<file path="config.mk">
export PLATFORM = sky130hd
export DESIGN_NAME = i2c_master_byte_engine
export DESIGN_NICKNAME = d
export VERILOG_FILES = /design/src/hw/rtl/i2cmbe_pkg.sv /design/src/hw/rtl/i2c_master_byte_engine.sv
export VERILOG_INCLUDE_DIRS = /design/src /design/src/hw/rtl
export SDC_FILE = /design/constraint.sdc
export NUM_CORES = 1
export LEC_CHECK = 0
export BUFFER_PORTS_ARGS = -buffer_cell sky130_fd_sc_hd__buf_2
export CAP_MARGIN = 40
export CORE_UTILIZATION = 60
export CTS_BUF_LIST = sky130_fd_sc_hd__clkbuf_8 sky130_fd_sc_hd__clkbuf_16
export CTS_CLUSTER_SIZE = 40
export DETAILED_ROUTE_END_ITERATION = 6
export PLACE_DENSITY_LB_ADDON = 0.1
export SYNTH_ARGS = -nofsm -noshare
export SYNTH_HDL_FRONTEND = slang
export SYNTH_SLANG_ARGS = --single-unit
</file>
<file path="constraint.sdc">
create_clock -name clk_i -period 4.1 [get_ports clk_i]
set_input_delay 0.82 -clock clk_i [delete_from_list [all_inputs] [get_ports clk_i]]
set_output_delay 0.82 -clock clk_i [all_outputs]
set_load 0.02 [all_outputs]
</file>
<file path="src/hw/rtl/i2c_master_byte_engine_defines.svh">
// ----------------------------------------------------------------------------
// I2C master byte engine: assertion macros
// Shared concurrent assertion forms, clocked on clk_i and disabled in reset.
// ----------------------------------------------------------------------------
`ifndef I2C_MASTER_BYTE_ENGINE_DEFINES_SVH
`define I2C_MASTER_BYTE_ENGINE_DEFINES_SVH

// An expression that must hold at every clock edge out of reset.
`define I2CMBE_ASSERT_ALWAYS(lbl, expr, msg) \
  lbl: assert property (@(posedge clk_i) disable iff (!rst_ni) (expr)) \
    else $error(msg);

// A consequent that must hold in the cycle after the antecedent.
`define I2CMBE_ASSERT_NEXT(lbl, ante, cons, msg) \
  lbl: assert property (@(posedge clk_i) disable iff (!rst_ni) (ante) |=> (cons)) \
    else $error(msg);

`endif

</file>
<file path="src/hw/rtl/i2cmbe_pkg.sv">
// ----------------------------------------------------------------------------
// I2C master byte engine package
// Sequencer phase codes, command codes and configuration register indices.
// ----------------------------------------------------------------------------
package i2cmbe_pkg;

  localparam int unsigned NumPhases = 21;

  typedef enum logic [NumPhases-1:0] {
    PH_IDLE = 21'b000000000000000000001,
    PH_S_A  = 21'b000000000000000000010,
    PH_S_B  = 21'b000000000000000000100,
    PH_P_A  = 21'b000000000000000001000,
    PH_P_B  = 21'b000000000000000010000,
    PH_P_C  = 21'b000000000000000100000,
    PH_W_A  = 21'b000000000000001000000,
    PH_W_B  = 21'b000000000000010000000,
    PH_W_C  = 21'b000000000000100000000,
    PH_W_D  = 21'b000000000001000000000,
    PH_W_E  = 21'b000000000010000000000,
    PH_W_F  = 21'b000000000100000000000,
    PH_W_G  = 21'b000000001000000000000,
    PH_W_H  = 21'b000000010000000000000,
    PH_R_A  = 21'b000000100000000000000,
    PH_R_B  = 21'b000001000000000000000,
    PH_R_C  = 21'b000010000000000000000,
    PH_R_D  = 21'b000100000000000000000,
    PH_R_E  = 21'b001000000000000000000,
    PH_R_F  = 21'b010000000000000000000,
    PH_R_G  = 21'b100000000000000000000
  } phase_e;

  typedef enum logic [2:0] {
    MODE_START = 3'd0,
    MODE_STOP  = 3'd1,
    MODE_WRITE = 3'd2,
    MODE_READ  = 3'd3,
    MODE_TICK  = 3'd4
  } mode_e;

  typedef enum logic [1:0] {
    CFG_SHORT_TICKS = 2'd0,
    CFG_LONG_TICKS  = 2'd1,
    CFG_WAIT_TICKS  = 2'd2
  } cfg_idx_e;

  localparam logic [7:0] MsbMask      = 8'h80;
  localparam logic [3:0] BitsPerByte  = 4'd8;
  localparam logic [15:0] ShortReset  = 16'd1;
  localparam logic [15:0] LongReset   = 16'd4;
  localparam logic [15:0] WaitReset   = 16'd1;

endpackage

</file>
<file path="src/hw/rtl/i2c_master_byte_engine.sv">
// ----------------------------------------------------------------------------
// I2C master byte engine
// Bit-level I2C master sequencer for start, stop, byte write and byte read.
// ----------------------------------------------------------------------------
//
//  Channel  | Direction | Handshake              | Payload
//  ---------+-----------+------------------------+------------------------------
//  input    | in        | in_valid_i/in_ready_o  | mode, data_byte, send_ack, sda_in
//  result   | out       | out_valid_o/out_ready_i| scl, sda, busy, done, ack, read
//  config   | in        | cfg_we_i (no wait)     | cfg_idx_i, cfg_wdata_i
//
//  The sequencer state advances once per accepted beat and the result is
//  captured in the output register on the same edge. The input side stays
//  ready whenever the output register is empty or is being emptied in the same
//  cycle, so beats flow back to back under full throughput. A stall on the
//  result side holds the result and backs up the input side. Reset is
//  asynchronous and active low; it idles the sequencer with both lines released
//  and loads the delay registers with their default counts.
// ----------------------------------------------------------------------------
`include "i2c_master_byte_engine_defines.svh"

module i2c_master_byte_engine (
  input  logic                         clk_i,
  input  logic                         rst_ni,
  // Input channel.
  input  logic                         in_valid_i,
  output logic                         in_ready_o,
  input  logic [2:0]                   mode_i,
  input  logic [7:0]                   data_byte_i,
  input  logic                         send_ack_i,
  input  logic                         sda_in_i,
  // Result channel.
  output logic                         out_valid_o,
  input  logic                         out_ready_i,
  output logic                         scl_out_o,
  output logic                         sda_out_o,
  output logic                         busy_res_o,
  output logic                         done_res_o,
  output logic                         ack_seen_o,
  output logic [7:0]                   read_data_o,
  // Configuration write port.
  input  logic                         cfg_we_i,
  input  i2cmbe_pkg::cfg_idx_e         cfg_idx_i,
  input  logic [15:0]                  cfg_wdata_i
);
  import i2cmbe_pkg::*;

  // Delay configuration.
  logic [15:0] short_ticks_q, long_ticks_q, wait_ticks_q;

  // Sequencer state.
  phase_e      phase_q, phase_d;
  logic [3:0]  bit_count_q, bit_count_d;
  logic [7:0]  shift_byte_q, shift_byte_d;
  logic [16:0] delay_left_q, delay_left_d;
  logic        ack_flag_q, ack_flag_d;
  logic        want_ack_q, want_ack_d;
  logic        scl_level_q, scl_level_d;
  logic        sda_level_q, sda_level_d;
  logic [7:0]  last_read_q, last_read_d;
  logic        done;

  // Result register.
  logic        out_valid_q;

  logic        accept;
  logic        go;
  phase_e      nxt;
  logic [3:0]  bit_inc;
  logic [16:0] hold_short, hold_long, hold_sw;

  // The output register frees up in the same cycle that its beat is taken.
  assign in_ready_o = !out_valid_q || out_ready_i;
  assign accept     = in_valid_i && in_ready_o;

  assign hold_short = {1'b0, short_ticks_q};
  assign hold_long  = {1'b0, long_ticks_q};
  assign hold_sw    = {1'b0, short_ticks_q} + {1'b0, wait_ticks_q};
  assign bit_inc    = bit_count_q + 4'd1;

  always_ff @(posedge clk_i or negedge rst_ni) begin
    if (!rst_ni) begin
      short_ticks_q <= ShortReset;
      long_ticks_q  <= LongReset;
      wait_ticks_q  <= WaitReset;
    end else if (cfg_we_i) begin
      case (cfg_idx_i)
        CFG_SHORT_TICKS: short_ticks_q <= cfg_wdata_i;
        CFG_LONG_TICKS:  long_ticks_q  <= cfg_wdata_i;
        CFG_WAIT_TICKS:  wait_ticks_q  <= cfg_wdata_i;
        default: ;
      endcase
    end
  end

  // Next-state logic. The first part picks whether a new action is entered and
  // which one; the second part performs that action on the lines and loads its
  // hold count. Bit counter and shift register updates made in the first part
  // are seen by the second, as a write action needs the shifted byte.
  always_comb begin
    phase_d      = phase_q;
    bit_count_d  = bit_count_q;
    shift_byte_d = shift_byte_q;
    delay_left_d = delay_left_q;
    ack_flag_d   = ack_flag_q;
    want_ack_d   = want_ack_q;
    scl_level_d  = scl_level_q;
    sda_level_d  = sda_level_q;
    last_read_d  = last_read_q;
    done         = 1'b0;
    go           = 1'b0;
    nxt          = PH_IDLE;

    if (accept) begin
      if (phase_q == PH_IDLE) begin
        // A tick or an unused mode code leaves an idle sequencer alone.
        bit_count_d = 4'd0;
        case (mode_i)
          MODE_START: begin
            go  = 1'b1;
            nxt = PH_S_A;
          end
          MODE_STOP: begin
            go  = 1'b1;
            nxt = PH_P_A;
          end
          MODE_WRITE: begin
            go           = 1'b1;
            nxt          = PH_W_A;
            shift_byte_d = data_byte_i;
          end
          MODE_READ: begin
            go           = 1'b1;
            nxt          = PH_R_A;
            shift_byte_d = 8'd0;
            want_ack_d   = send_ack_i;
          end
          default: bit_count_d = bit_count_q;
        endcase
      end else if (delay_left_q != 17'd0) begin
        // Commands that arrive while busy count as ticks.
        delay_left_d = delay_left_q - 17'd1;
      end else begin
        go = 1'b1;
        case (phase_q)
          PH_S_A: nxt = PH_S_B;
          PH_P_A: nxt = PH_P_B;
          PH_P_B: nxt = PH_P_C;
          PH_W_A: nxt = PH_W_B;
          PH_W_B: nxt = PH_W_C;
          PH_W_C: begin
            shift_byte_d = shift_byte_q << 1;
            bit_count_d  = bit_inc;
            nxt          = (bit_inc >= BitsPerByte) ? PH_W_D : PH_W_A;
          end
          PH_W_D: nxt = PH_W_E;
          PH_W_E: nxt = PH_W_F;
          PH_W_F: nxt = PH_W_G;
          PH_W_G: begin
            ack_flag_d = !sda_in_i;
            nxt        = PH_W_H;
          end
          PH_R_A: nxt = PH_R_B;
          PH_R_B: begin
            shift_byte_d = {shift_byte_q[6:0], sda_in_i};
            bit_count_d  = bit_inc;
            if (bit_inc >= BitsPerByte) begin
              last_read_d = {shift_byte_q[6:0], sda_in_i};
              nxt         = PH_R_C;
            end else begin
              nxt = PH_R_A;
            end
          end
          PH_R_C: nxt = want_ack_q ? PH_R_D : PH_R_E;
          PH_R_D: nxt = PH_R_E;
          PH_R_E: nxt = PH_R_F;
          PH_R_F: nxt = PH_R_G;
          default: begin
            // The last action of a list has run out: the sequence ends.
            go           = 1'b0;
            phase_d      = PH_IDLE;
            delay_left_d = 17'd0;
            done         = 1'b1;
          end
        endcase
      end
    end

    if (go) begin
      phase_d = nxt;
      case (nxt)
        PH_S_A: begin scl_level_d = 1'b1; delay_left_d = hold_long;  end
        PH_S_B: begin sda_level_d = 1'b0; delay_left_d = hold_long;  end
        PH_P_A: begin sda_level_d = 1'b0; delay_left_d = hold_long;  end
        PH_P_B: begin scl_level_d = 1'b1; delay_left_d = hold_short; end
        PH_P_C: begin sda_level_d = 1'b1; delay_left_d = hold_long;  end
        PH_W_A: begin scl_level_d = 1'b0; delay_left_d = hold_short; end
        PH_W_B: begin
          sda_level_d  = (shift_byte_d & MsbMask) != 8'd0;
          delay_left_d = hold_short;
        end
        PH_W_C: begin scl_level_d = 1'b1; delay_left_d = hold_sw;    end
        PH_W_D: begin scl_level_d = 1'b0; delay_left_d = hold_short; end
        PH_W_E: begin sda_level_d = 1'b1; delay_left_d = hold_long;  end
        PH_W_F: begin scl_level_d = 1'b1; delay_left_d = hold_long;  end
        PH_W_G: begin sda_level_d = 1'b1; delay_left_d = hold_long;  end
        PH_W_H: begin scl_level_d = 1'b0; delay_left_d = hold_long;  end
        PH_R_A: begin
          // SDA is released only on the first bit of the byte.
          if (bit_count_d == 4'd0) begin
            sda_level_d = 1'b1;
          end
          scl_level_d  = 1'b0;
          delay_left_d = hold_short;
        end
        PH_R_B: begin scl_level_d = 1'b1; delay_left_d = hold_sw; end
        PH_R_C: begin
          scl_level_d  = 1'b0;
          sda_level_d  = 1'b1;
          delay_left_d = hold_long;
        end
        PH_R_D: begin sda_level_d = 1'b0; delay_left_d = hold_long; end
        PH_R_E: begin scl_level_d = 1'b1; delay_left_d = hold_long; end
        PH_R_F: begin scl_level_d = 1'b0; delay_left_d = hold_long; end
        PH_R_G: begin sda_level_d = 1'b1; delay_left_d = 17'd0;     end
        default: begin
          phase_d      = PH_IDLE;
          delay_left_d = 17'd0;
        end
      endcase
    end
  end

  always_ff @(posedge clk_i or negedge rst_ni) begin
    if (!rst_ni) begin
      phase_q      <= PH_IDLE;
      bit_count_q  <= 4'd0;
      shift_byte_q <= 8'd0;
      delay_left_q <= 17'd0;
      ack_flag_q   <= 1'b0;
      want_ack_q   <= 1'b0;
      scl_level_q  <= 1'b1;
      sda_level_q  <= 1'b1;
      last_read_q  <= 8'd0;
    end else begin
      phase_q      <= phase_d;
      bit_count_q  <= bit_count_d;
      shift_byte_q <= shift_byte_d;
      delay_left_q <= delay_left_d;
      ack_flag_q   <= ack_flag_d;
      want_ack_q   <= want_ack_d;
      scl_level_q  <= scl_level_d;
      sda_level_q  <= sda_level_d;
      last_read_q  <= last_read_d;
    end
  end

  // Result register: valid is control state, the payload needs no reset.
  always_ff @(posedge clk_i or negedge rst_ni) begin
    if (!rst_ni) begin
      out_valid_q <= 1'b0;
    end else if (accept) begin
      out_valid_q <= 1'b1;
    end else if (out_ready_i) begin
      out_valid_q <= 1'b0;
    end
  end

  always_ff @(posedge clk_i) begin
    if (accept) begin
      scl_out_o   <= scl_level_d;
      sda_out_o   <= sda_level_d;
      busy_res_o  <= phase_d != PH_IDLE;
      done_res_o  <= done;
      ack_seen_o  <= ack_flag_d;
      read_data_o <= last_read_d;
    end
  end

  assign out_valid_o = out_valid_q;

  // A finished sequence always reports the engine as no longer busy.
  `I2CMBE_ASSERT_ALWAYS(a_done_not_busy, !(out_valid_q && done_res_o && busy_res_o),
                        "done result reported while still busy")
  // An idle sequencer never carries a pending hold count.
  `I2CMBE_ASSERT_ALWAYS(a_idle_no_delay, (phase_q != PH_IDLE) || (delay_left_q == 17'd0),
                        "hold count left over while idle")
  // The bit counter never runs past one byte.
  `I2CMBE_ASSERT_ALWAYS(a_bit_count_range, bit_count_q <= BitsPerByte,
                        "bit counter out of range")
  // A beat that finds a pending hold only counts it down.
  `I2CMBE_ASSERT_NEXT(a_hold_countdown,
                      accept && (phase_q != PH_IDLE) && (delay_left_q != 17'd0),
                      (delay_left_q == $past(delay_left_q) - 17'd1) &&
                      (phase_q == $past(phase_q)),
                      "hold countdown did not step by one")

endmodule

</file>
==> summary.txt, run 1 <==
Number of synthesized flops with an enable pin - 13
WL final - 17.88 mm
Remaining antenna violation count - 0
Most common cell on crit path - or4_1
Initial Util - 62.31%
Initial antenna violation count - 0
Core Region - 10940 um^2
Post-Syn Area - 6814 um^2
Placed Cells - 855
Fin cells - 887
CP delay by family, top - simple AND/OR/NAND/NOR gates
DR WL/cell - 20.16 um
Layout area overhead - 15.77%
Final hold vios - 0
WP data required - 4.26 ns
Asr flop ratio synth - 89.52%
DR DRC count - 0
Slew Limit Fails - 0
Setup Skew - 0.008425 ns
CTS resizes - 0
Total power draw - 3721 uW
P_leak - 0.003353 uW
Crit path arrival time - 4.03 ns
Tightest Pin Transition - 0.8132 ns
FILL cells - 791
Buffer and inverter count on the worst path - 0
Main combinational cell family by area after synthesis - simple AND/OR/NAND/NOR gates
Row cnt - 38
Top-Level Pins - 51
Clock latency on the worst-skew pair - 0.43 ns
Diode count - 0
Commonest non-fill, non-tap cell in the layout - dfrtp_1
Xor/xnor cell area share of the yosys netlist - 4.113%
Vias in the first global route - 5906
Syn_nets - 722
Clock transition at path regs - 0.05 ns
Synth warnings - 0
Post-synthesis mux area share - 9.952%
MaxCap Viol Count - 0
Share of cells above drive strength 1 - 23.83%
Fin nets - 789
First-pass GRT wire length - 29.35 mm
Tcrit/Tclk final - 94.43%
Hold_buf cts - 0
Total clock sinks - 124
Depth of the CTS H-tree - 4
Gr ovfl total - 0
Die footprint - 11790 um^2
Slew headroom - 45.79%
Final setup viols - 0
Post-Synth Simple-Gate Area - 19.39%
Critical-path top delay cell - or4_1
Hold Slack - 0.4859 ns
TNS Setup - 0 ns
Post-layout min period - 3.872 ns
Synth unique cells - 68
Setup CP Type - flop to flop
Pwr Density - 471.7 nW/um^2
Crit-path max cell delay - 0.75 ns
Synth Area in Compound Gates - 14.40%
Detail Placement HPWL - 12.71 mm
Maximum fanout along the worst path - 11
Avg Synthesized Cell Area - 10.22 um^2
CTS tree - built
Status - complete, no violations
Vias - 5775
Clk Tree Root Cell - clkbuf_16
Adder-cell share of the synthesized area - 3.599%
Min-Delay Path Class - primary input to async pin
Pin count of the biggest net entering global routing - 64
Routed vias/inst - 6.511
Cell Chain, Critical Path - or4_1, nor4_4, nand3_2, nand2_1, nor2_1, nand2b_1, o31ai_1, or4_1, or4b_1
Commonest non-fill, non-tap cells in the layout - dfrtp_1 (105), nand2_1 (75), mux2_2 (58), nor2_1 (51), buf_2 (50)
Die H - 108.6 um
I/O Buffers - 50
R2R setup slack - 0.23 ns
RSZ-0062 raised after global routing - no
Post-CTS Setup Bufs - 0
Clock tree buffer depth - 2
TritonCTS buffer count - 17
Post-synthesis sequential area ratio - 46.60%
Initial drt markers - 364
Crit start category - flop
Worst VDD drop - 0.4014 mV
Die X - 108.6 um
FF+latch count, synth - 124
Routability Congestion - 0.8981
Main flop type after synthesis - dfrtp_1
TritonRoute pass-1 iters - 5
CP Capture Type - flop
Global Route Usage Sum - 33.42%
Fmax - 0.2583 GHz
Synth Instances - 667
-- cell type report --
class	count	area [um^2]	area share, %
inverter	5	18.77	0.2379
tap	140	175.2	2.220
multi-input combinational	514	3515	44.55
timing repair buffer	72	430.4	5.456
clock inverter	13	110.1	1.396
clock buffer	19	464.2	5.884
sequential	124	3176	40.25
-- metal layers --
layer	global-route usage, %	vias up	part of all wire, %
met3	8.017	53	6.2
met1	40.45	2865	41
met4	18.24	0	3.5
met2	54.93	230	50
li1	-	2627	-
met5	0	-	0
-- cells in the mapped netlist (all sizes together) (6+ instances only) --
cell type | count | area [um^2]
dfrtp | 105 | 2628
nand2 | 75 | 281.5
mux2 | 59 | 668.1
nor2 | 52 | 202.7
o21ai | 50 | 254.0
a21oi | 35 | 175.2
nand3 | 22 | 120.1
xnor2 | 20 | 175.2
ha | 18 | 225.2
nor3 | 18 | 95.09
clkbuf | 13 | 48.80
edfxtp | 13 | 390.4
nand4 | 12 | 75.07
xor2 | 12 | 105.1
buf | 11 | 65.06
nor4 | 11 | 98.84
nand2b | 10 | 62.56
or4 | 9 | 71.32
a221oi | 8 | 70.07
a22oi | 7 | 52.55
dfstp | 6 | 157.7
nand4b | 6 | 52.55
-- final timing paths --
kind | start | endpoint | cells past startpoint
max reg2reg | phase_q[6] | busy_res_o | 9
min reg2reg | last_read_q[4] | last_read_q[4] | 1
min | rst_ni | phase_q[19] | 1
max in group asynchronous | rst_ni | scl_level_q | 2
max | phase_q[6] | busy_res_o | 9
min in group clk_i | last_read_q[4] | last_read_q[4] | 1
-- kinds of logic (layout without fill, tap and decap cells) --
kind of cell               after synthesis  count (layout)
DFF                                    124             124
xor gates and xnor gates                32              32
and+or+nand+nor                        250             250
AOI/OAI and AO/OA                      153             153
adders and majority gates               19              19
buffers and inverters                   29             109
muxes                                   60              60
-- sequential cells by signal, indices dropped and copies added, names as in the netlist, 4 cells and up --
signal         flops
bit_count_q        4
delay_left_q      17
last_read_q        8
long_ticks_q      16
phase_q           21
read_data_o        8
shift_byte_q       8
short_ticks_q     16
wait_ticks_q      16
-- report_power, final --
part	switching (uW)	internal (uW)	leakage [uW]
Combinational	390	355	0.00157
Clock	519	926	0.000310
Sequential	137	1390	0.00148
Total	1050	2680	0.00335
-- through the flow --
step           setup WS, ns  area [um^2]  util, %
2_1_floorplan        0.4910         6814        -
3_3_place_gp         0.3958         7279    66.57
3_5_place_dp         0.2546         7315    66.89
4_1_cts              0.2577         7889    72.14
5_1_grt             0.05558         7889    72.14
6_report             0.2284         7889    72.14
(Power assumes the default switching activity.)
==> run 2: changes to the inputs <==
ABC_CLOCK_PERIOD_IN_PS = 4100   (was unset)
CORE_ASPECT_RATIO = 1.5   (was unset)
PLACE_DENSITY = 0.79   (was unset)
PLACE_DENSITY_LB_ADDON = unset   (was 0.1)
==> run 2 against run 1 <==
Compared with the run above: total power is 4.2% higher; fmax about the same; non-clock buffer count grew 3; critical path type unchanged.
==> summary.txt, run 2 (synthesized netlist as in run 1, its figures left out) <==
Status - complete, no violations
Depth of the CTS H-tree - 4 (unchanged)
Initial antenna violation count - 0 (unchanged)
Placed Cells - 865 (+1.2%)
Pint - 2718 uW (+1.6%)
TritonRoute pass-1 iters - 5 (unchanged)
Fin cells - 897 (+1.1%)
Regs by FF count - phase_q x21, delay_left_q x17
DR WL/cell - 20.96 um (+4.0%)
Gr ovfl total - 0 (unchanged)
Hold_buf cts - 0 (unchanged)
Maximum fanout along the worst path - 11 (unchanged)
Pwr Density - 486.3 nW/um^2 (+3.1%)
Initial Util - 61.63% (-0.68 points)
MaxCap Viol Count - 0 (unchanged)
Global Route Usage Sum - 34.14% (+0.71 points)
Initial drt markers - 467 (+28%)
Tcrit/Tclk final - 94.37% (about the same)
Detail Placement HPWL - 13.44 mm (+5.7%)
Layout area overhead - 16.99%
Reg power frac - 39.5% (-1.7 points)
Share of cells above drive strength 1 - 25.07% (+1.2 points)
Clk network pwr share - 40.5% (+1.7 points)
Sw frac - 29.88% (+1.8 points)
First-pass GRT wire length - 29.98 mm (+2.1%)
Diode count - 0 (unchanged)
Fin nets - 792 (+0.38%)
Remaining antenna violation count - 0 (unchanged)
Post-CTS Setup Bufs - 0 (unchanged)
Routed vias/inst - 6.443 (-1.0%)
FILL cells - 815 (+3.0%)
Hold Slack - 0.4276 ns (-0.05829 ns)
DR DRC count - 0 (unchanged)
CTS resizes - 0 (unchanged)
Routability Congestion - 0.9701 (+8.0%)
CP Capture Type - flop
WP data required - 4.25 ns (about the same)
RSZ-0062 raised after global routing - no
Final setup viols - 0 (unchanged)
Vias in the first global route - 5950 (+0.75%)
Post-layout min period - 3.869 ns (-0.002301 ns)
TritonCTS buffer count - 17 (unchanged)
Final Util - 72.10% (about the same)
Most flops, register - phase_q
Die footprint - 11800 um^2 (about the same)
TNS Setup - 0 ns (unchanged)
Clock latency on the worst-skew pair - 0.43 ns (about the same)
Setup Skew - 0.01275 ns (+0.004323 ns)
WL final - 18.80 mm (+5.1%)
Cell Area, Placed - 7358 um^2 (+0.60%)
Slew Limit Fails - 0 (unchanged)
Core Region - 11060 um^2 (+1.1%)
Worst VDD drop - 0.3670 mV (-8.6%)
Crit path arrival time - 4.02 ns (about the same)
Logic pwr share - 20.0% (about the same)
Slew headroom - 53.35% (+7.6 points)
Vias - 5779 (+0.069%)
Min-Delay Path Class - primary input to async pin
Crit start category - flop
Final hold vios - 0 (unchanged)
Largest register FFs - 21 (unchanged)
R2R setup slack - 0.23 ns (about the same)
Sw Pwr - 1158 uW (+11%)
Total clock sinks - 124 (unchanged)
Layout Cell Area excl Fill - 7971 um^2 (+1.0%)
Top-Level Pins - 51 (unchanged)
Die X - 89.01 um (-18%)
Fmax - 0.2584 GHz (about the same)
Commonest non-fill, non-tap cells in the layout - dfrtp_1 (105), nand2_1 (75), mux2_2 (58), nor2_1 (51), buf_2 (50)
Setup CP Type - flop to flop
Commonest non-fill, non-tap cell in the layout - dfrtp_1
Sequential cell area - 3176 um^2 (unchanged)
Clock tree buffer depth - 2 (unchanged)
CTS tree - built
Clk Tree Root Cell - clkbuf_16
P_leak - 0.003357 uW (+0.11%)
Clock transition at path regs - 0.06 ns (about the same)
Multi-input gate area - 3515 um^2 (unchanged)
I/O Buffers - 50 (unchanged)
Pin count of the biggest net entering global routing - 60 (-6.3%)
Die H - 132.5 um (+22%)
Row cnt - 47 (+24%)
Tightest Pin Transition - 0.6998 ns (-0.1134 ns)
run 2: power by group through the flow:
stage	clock network (uW)	registers [uW]	logic, uW
6_report	1570	1530	773
5_1_grt	1640	1550	847
4_1_cts	1590	1530	762
3_5_place_dp	0	1550	746
3_3_place_gp	0	1540	708
2_1_floorplan	0	1510	562
run 2: metrics by stage:
stage          worst slack [ns]  total power [uW]
6_report                 0.2307              3877
5_1_grt                 0.01844              4030
4_1_cts                  0.2657              3877
3_5_place_dp             0.2838              2295
3_3_place_gp             0.3602              2246
2_1_floorplan            0.4910              2076
run 2: worst max-delay path: stages (launching register included):
cell and delay (ns):
dfrtp_1 0.44, or4_1 0.76, nor4_4 0.35, nand3_2 0.27, nand2_1 0.16, nor2_1 0.11, nand2b_1 0.38, o31ai_1 0.16
or4_1 0.50, or4b_1 0.46
run 2: layout make-up:
class                   count  share of cell area, %
multi-input cells         514                  44.09
flip-flops and latches    124                  39.84
repair buffers             75                  5.839
clock buffers              17                  5.337
clock inverters            15                  2.354
well taps                 147                  2.307
inverters                   5                 0.2354
run 2: routing by layer:
metal	GRT usage [%]	vias to the layer above	share of wire (%)
met2	58.76	238	53
met5	0	-	0
met3	7.611	73	5.0
met4	20.46	0	6.1
li1	-	2629	-
met1	37.43	2839	36
run 2: final timing paths:
path,startpoint,endpoint,depth (start not counted)
max,phase_q[6],busy_res_o,9
min,rst_ni,phase_q[2],1
max reg2reg,phase_q[6],busy_res_o,9
min reg2reg,last_read_q[5],last_read_q[5],1
max in group asynchronous,rst_ni,scl_level_q,2
min in group clk_i,last_read_q[5],last_read_q[5],1
